--- config.mk ---
export PLATFORM = sky130hd
export DESIGN_NAME = sfc_front
export DESIGN_NICKNAME = d
export VERILOG_FILES = /design/src/sv/sfc_pkg.sv /design/src/sv/sfc_front.sv
export SDC_FILE = /design/constraint.sdc
export NUM_CORES = 2
export LEC_CHECK = 0
export ABC_AREA = 1
export BUFFER_PORTS_ARGS = -buffer_cell sky130_fd_sc_hd__buf_2
export CAP_MARGIN = 40
export CORE_MARGIN = 2
export CORE_UTILIZATION = 61
export CTS_BUF_LIST = sky130_fd_sc_hd__clkbuf_4 sky130_fd_sc_hd__clkbuf_8 sky130_fd_sc_hd__clkbuf_16
export DETAILED_ROUTE_END_ITERATION = 12
export PLACE_DENSITY = 0.85
export SETUP_SLACK_MARGIN = 0.05
export SYNTH_ARGS = -nofsm -noshare
export SYNTH_HDL_FRONTEND = slang
export SYNTH_SLANG_ARGS = --single-unit
--- constraint.sdc ---
create_clock -name clk -period 19.15 [get_ports clk]
set_clock_uncertainty 0.05 [all_clocks]
set_input_delay 0.9575 -clock clk [delete_from_list [all_inputs] [get_ports clk]]
set_output_delay 0.9575 -clock clk [all_outputs]
set_load 0.1 [all_outputs]
--- src/sv/sfc_pkg.sv ---
package sfc_pkg;

    localparam int SAMPLES_PER_AXIS = 4;
    localparam int COUNTER_BITS     = 12;
    localparam int NSAMP            = SAMPLES_PER_AXIS * SAMPLES_PER_AXIS;

    // exact sample grid: edge coordinates scaled by 2*SAMPLES_PER_AXIS
    localparam int SCALE      = 2 * SAMPLES_PER_AXIS;
    localparam int SCALE_BITS = $clog2(SCALE);
    localparam int PIX_UNIT   = 16 * SCALE;
    localparam int HALF_STEP  = 16;
    localparam int GRID_STEP  = 2 * HALF_STEP;

    // coordinate, difference and cross product widths
    localparam int CW = 17 + SCALE_BITS;
    localparam int DW = CW + 1;
    localparam int XW = 2 * DW + 2;

    localparam int MASK_W    = 16;
    localparam int MASK_KEEP = (NSAMP < MASK_W) ? NSAMP : MASK_W;
    localparam int COUNT_W   = 5;

    localparam logic [COUNT_W-1:0] COUNT_MAX = {COUNT_W{1'b1}};

    localparam logic signed [COUNTER_BITS-1:0] CNT_MAX = {1'b0, {(COUNTER_BITS-1){1'b1}}};
    localparam logic signed [COUNTER_BITS-1:0] CNT_MIN = {1'b1, {(COUNTER_BITS-1){1'b0}}};
    localparam logic signed [COUNTER_BITS-1:0] CNT_ZERO = '0;

    localparam logic signed [CW-1:0] SCALE_S    = CW'(SCALE);
    localparam logic signed [CW-1:0] PIX_UNIT_S = CW'(PIX_UNIT);
    localparam logic signed [CW-1:0] HALF_S     = CW'(HALF_STEP);
    localparam logic signed [CW-1:0] GRID_S     = CW'(GRID_STEP);

    localparam logic signed [XW-1:0] STEP_X_S = XW'(GRID_STEP);
    localparam logic signed [XW-1:0] WRAP_X_S = XW'(GRID_STEP * (SAMPLES_PER_AXIS - 1));

    typedef struct packed {
        logic        [10:0] pixel_x;
        logic        [10:0] pixel_y;
        logic signed [15:0] start_x;
        logic signed [15:0] start_y;
        logic signed [15:0] end_x;
        logic signed [15:0] end_y;
        logic               first_edge;
        logic               last_edge;
    } edge_t;

    typedef struct packed {
        logic [MASK_W-1:0]  inside_mask;
        logic [COUNT_W-1:0] covered_count;
    } result_t;

    // request travelling down the row of sample cells
    typedef struct packed {
        logic                first;
        logic                last;
        logic signed [CW-1:0] ay;
        logic signed [CW-1:0] by;
        logic signed [CW-1:0] sy;
        logic signed [XW-1:0] xprod;
        logic signed [XW-1:0] step_col;
        logic signed [XW-1:0] step_wrap;
        logic [NSAMP-1:0]     mask;
        logic [COUNT_W-1:0]   count;
    } token_t;

    function automatic logic signed [CW-1:0] scale_coord(input logic signed [15:0] v);
        logic signed [CW-1:0] ext;
        ext = CW'(v);
        return ext * SCALE_S;
    endfunction

    function automatic logic signed [CW-1:0] first_sample(input logic [10:0] p);
        logic signed [CW-1:0] ext;
        ext = signed'(CW'(p));
        return ext * PIX_UNIT_S + HALF_S;
    endfunction

endpackage

--- src/sv/sfc_front.sv ---
module sfc_front
    import sfc_pkg::*;
(
    input  logic   clk,
    input  logic   rst_n,
    input  logic   adv,
    input  logic   edge_valid,
    input  edge_t  edge_req,
    output logic   tok_valid,
    output token_t tok
);

    // stage 1: scaled coordinates and differences
    logic                 s1_valid_reg;
    logic                 s1_first_reg, s1_last_reg;
    logic signed [CW-1:0] s1_ay_reg, s1_by_reg, s1_sy_reg;
    logic signed [DW-1:0] s1_dx_reg, s1_dy_reg, s1_rx_reg, s1_ry_reg;

    // stage 2: products
    logic                   s2_valid_reg;
    logic                   s2_first_reg, s2_last_reg;
    logic signed [CW-1:0]   s2_ay_reg, s2_by_reg, s2_sy_reg;
    logic signed [DW-1:0]   s2_dx_reg, s2_dy_reg;
    logic signed [2*DW-1:0] s2_p1_reg, s2_p2_reg;

    logic                   tok_valid_reg;
    token_t                 tok_reg;

    logic signed [CW-1:0]   ax_s, ay_s, bx_s, by_s, sx0_s, sy0_s;
    logic signed [2*DW-1:0] p1_next, p2_next;
    logic signed [XW-1:0]   dx_w, dy_w;
    token_t                 tok_next;

    always_comb
    begin
        ax_s  = scale_coord(edge_req.start_x);
        ay_s  = scale_coord(edge_req.start_y);
        bx_s  = scale_coord(edge_req.end_x);
        by_s  = scale_coord(edge_req.end_y);
        sx0_s = first_sample(edge_req.pixel_x);
        sy0_s = first_sample(edge_req.pixel_y);
    end

    assign p1_next = s1_dx_reg * s1_ry_reg;
    assign p2_next = s1_rx_reg * s1_dy_reg;

    always_comb
    begin
        dx_w               = XW'(s2_dx_reg);
        dy_w               = XW'(s2_dy_reg);
        tok_next.first     = s2_first_reg;
        tok_next.last      = s2_last_reg;
        tok_next.ay        = s2_ay_reg;
        tok_next.by        = s2_by_reg;
        tok_next.sy        = s2_sy_reg;
        tok_next.xprod     = XW'(s2_p1_reg) - XW'(s2_p2_reg);
        tok_next.step_col  = dy_w * STEP_X_S;
        tok_next.step_wrap = dx_w * STEP_X_S + dy_w * WRAP_X_S;
        tok_next.mask      = '0;
        tok_next.count     = '0;
    end

    always_ff @(posedge clk or negedge rst_n)
    begin
        if (!rst_n)
        begin
            s1_valid_reg  <= 1'b0;
            s2_valid_reg  <= 1'b0;
            tok_valid_reg <= 1'b0;
        end
        else if (adv)
        begin
            s1_valid_reg  <= edge_valid;
            s2_valid_reg  <= s1_valid_reg;
            tok_valid_reg <= s2_valid_reg;
        end
    end

    always_ff @(posedge clk)
    begin
        if (adv)
        begin
            s1_first_reg <= edge_req.first_edge;
            s1_last_reg  <= edge_req.last_edge;
            s1_ay_reg    <= ay_s;
            s1_by_reg    <= by_s;
            s1_sy_reg    <= sy0_s;
            s1_dx_reg    <= DW'(bx_s) - DW'(ax_s);
            s1_dy_reg    <= DW'(by_s) - DW'(ay_s);
            s1_rx_reg    <= DW'(sx0_s) - DW'(ax_s);
            s1_ry_reg    <= DW'(sy0_s) - DW'(ay_s);

            s2_first_reg <= s1_first_reg;
            s2_last_reg  <= s1_last_reg;
            s2_ay_reg    <= s1_ay_reg;
            s2_by_reg    <= s1_by_reg;
            s2_sy_reg    <= s1_sy_reg;
            s2_dx_reg    <= s1_dx_reg;
            s2_dy_reg    <= s1_dy_reg;
            s2_p1_reg    <= p1_next;
            s2_p2_reg    <= p2_next;

            tok_reg      <= tok_next;
        end
    end

    assign tok_valid = tok_valid_reg;
    assign tok       = tok_reg;

endmodule

==> results.yml <==
setup_path:
  crit_required_ns: 19.50
  r2r_cells: 19
  worstSetupPathType: "flip-flop to flip-flop"
  critPathLaunchType: "flip-flop"
  worstPathMaxFanout: 19
  arrival_ns: 7.05
  endpoint_kind: "flip-flop"
  max_stage_delay_ns: 0.89
  path_common_cell: "fa_1"
  r2r_start: "s1_dx_reg[5]$_DFFE_PP_"
  path_cells: "nand2_1 -> fa_1 -> inv_1 -> fa_1 -> fa_1 -> fa_1 -> inv_1 -> fa_1 -> fa_1 -> inv_1 -> ha_1 -> ha_1 -> nand2_1 -> nor2_1 -> nand2_1 -> nor4_1 -> nand2_1 -> nand3_1 -> nand2_1"
  r2r_slack_ns: 12.45
  cp.buffers_inverters: 3
  path_delay_family: "adder cells"
  crit_slowest_cell: "fa_1"
  r2r-end: "s2_p1_reg[39]$_DFFE_PP_"
clock_tree:
  clk_latency_ns: 0.63
  clock-sinks: 386
  post_cts_buffers: 0
  cts_resized: 0
  clk_pin_slew_ns: 0.08
  holdBufCountCts: 0
  cts_tree: "built"
  cts_buffer_depth: 3
  htree_levels: 2
  numCtsBuffers: 43
  ctsRootBufferMaster: "clkbuf_16"
timing:
  worstMarginPinSlew_ns: 1.14
  hold_viol_final: 0
  relSlewSlack_pct: 24.1
  fin_setup_tns_ns: 0
  fmax_mhz: 149
  rsz0062_at_grt: "no"
  setup_viol: 0
  holdWs_ns: 0.106
  min_period_over_period_pct: 35.0
  slew_violations: 0
  post-route-min-period_ns: 6.70
yosys:
  avgSynthCellArea_sq_um: 8.58
  synth_edf_count: 383
  synth_common_cells: "1,373 x inv_1, 1,368 x nand2_1, 630 x fa_1, 415 x ha_1, 383 x edfxtp_1"
  yosysSeqAreaShare_pct: 24.9
  ys_top_cells_by_area: "fa_1 27%, edfxtp_1 25%, ha_1 11%"
  ys_async_sr_fraction_pct: 0.777
  synth_seq_cells: 386
  synth_top_area_cell: "fa_1"
  synth_cells: 5410
  yosys_warnings: 0
  ys_types: 38
  synth_flop_cell: "edfxtp_1"
  yosysMostFrequentCell: "inv_1"
  yosysTopAreaCellShare_pct: 27.2
  syn_area_sq_mm: 0.0464
die:
  die_y_um: 280
  num_io_pins: 308
  die_w_um: 280
  core_area_sq_mm: 0.0757
  die_area_sq_mm: 0.0783
  rows: 101
  initial_core_util_pct: 61.3
layout:
  fin_nets: 6678
  fillerInstances: 6019
  drive_gt1_share_pct: 6.50
  largest_register_ffs: 120
  syn_to_final_growth_pct: 6.66
  n_antenna_cell: 0
grt:
  grtUsageTotal_pct: 31.3
  grt_remaining_overflow: 0
  grt_pass1_wl_um: 191000
  grt_start_max_net_pins: 155
  grt_pass1_vias: 37100
  antenna_found_initial: 3
drt:
  ant_nets: 0
  route.detailed.drc: 0
  vias: 35400
  wire_per_inst_um: 18.1
  dr.pass1.iters: 6
  dr.first_iter.drc_count: 2633
  viasPerCell: 5.40
  routed_wl_um: 118000
run_status:
  status: "finished, final reports clean"
hold_path:
  min_path_type: "primary input to asynchronous set/reset pin"
placed_design:
  hpwlAfterDp_um: 96600
  port_buffers: 249
  place.gp.congestion: 0.973
flow_run:
  cap_violations: 0
-- routing by layer --
layer	vias to the layer above	global-route usage, %	routed length [um]
met1	17100	40.4	47600
met3	339	4.60	9000
met2	1585	53.3	57000
met5	-	0	13
li1	16400	-	-
met4	2	12.1	4690
-- layout by cell type, fill, tap and decap left out, types with 4 or more instances in the layout --
cell and instances:
a21boi_0 5, a21o_1 10, a21oi_1 173, buf_2 248
buf_4 12, bufinv_16 6, clkbuf_16 43, clkbuf_4 6
clkinv_1 7, clkinvlp_4 5, conb_1 58, edfxtp_1 383
fa_1 630, ha_1 415, inv_1 1373, nand2_1 1368
nand3_1 163, nand3b_1 14, nand4_1 51, nor2_1 269
nor2_2 4, nor3_1 23, nor3_2 5, nor4_1 4
o21a_1 7, o21ai_0 75, o21bai_1 18, o31ai_1 4
or2_1 4, or2_2 12, xnor2_1 30, xor2_1 114
-- worst max-delay path by stage --
stage,startpoint,to,slack (ns),cells past startpoint
final,s1_dx_reg[5]$_DFFE_PP_,s2_p1_reg[39]$_DFFE_PP_,12.45,19
after global routing,s1_dx_reg[5]$_DFFE_PP_,s2_p1_reg[39]$_DFFE_PP_,11.93,19
after CTS,s1_dx_reg[5]$_DFFE_PP_,s2_p1_reg[36]$_DFFE_PP_,12.48,19
after detailed placement,s1_dx_reg[5]$_DFFE_PP_,s2_p1_reg[36]$_DFFE_PP_,12.50,19
after global placement,s1_dx_reg[5]$_DFFE_PP_,s2_p1_reg[40]$_DFFE_PP_,12.62,21
after floorplan,s1_dx_reg[6]$_DFFE_PP_,s2_p1_reg[40]$_DFFE_PP_,13.11,25
-- worst register-to-register path: stages, from the launching register on --
cell and delay [ns]:
edfxtp_1 0.79, nand2_1 0.28, fa_1 0.60, inv_1 0.15, fa_1 0.89, fa_1 0.63
fa_1 0.54, inv_1 0.05, fa_1 0.47, fa_1 0.50, inv_1 0.05, ha_1 0.28
ha_1 0.35, nand2_1 0.09, nor2_1 0.16, nand2_1 0.10, nor4_1 0.25, nand2_1 0.15
nand3_1 0.10, nand2_1 0.05
-- through the flow --
stage,utilization (%),cells,setup slack [ns],cell area [sq um]
floorplan,-,5466,13.11,46600
global placement,63.4,6473,12.62,48000
detailed placement,63.4,6474,12.50,48000
CTS,65.4,6551,12.48,49500
global route,65.4,6551,11.93,49500
finish,65.4,6551,12.45,49500
-- cell families after synthesis --
group                    count (synthesis)  synth area share [%]
multiplexers                             1                0.0243
flip-flops                             386                  24.9
adder cells (fa/ha/maj)               1045                  38.3
XOR/XNOR                               144                  2.72
AO/OA/AOI/OAI                          304                  3.57
AND/OR/NAND/NOR                       1920                  16.6
buffers and inverters                 1608                  13.8
other                                    2                0.0162
-- layout make-up --
type	instances	area, sq um	area share [%]
clock buffers	49	1120	2.26
clock inverters	28	374	0.755
inverters	1375	5160	10.4
multi-input cells	3472	28700	57.9
flip-flops and latches	386	11600	23.4
well taps	978	1220	2.47
repair buffers	263	1390	2.81
Power is left out: the tool's default activity adds up to more than one toggle a clock period on the data nets, which glitch-free logic cannot reach.
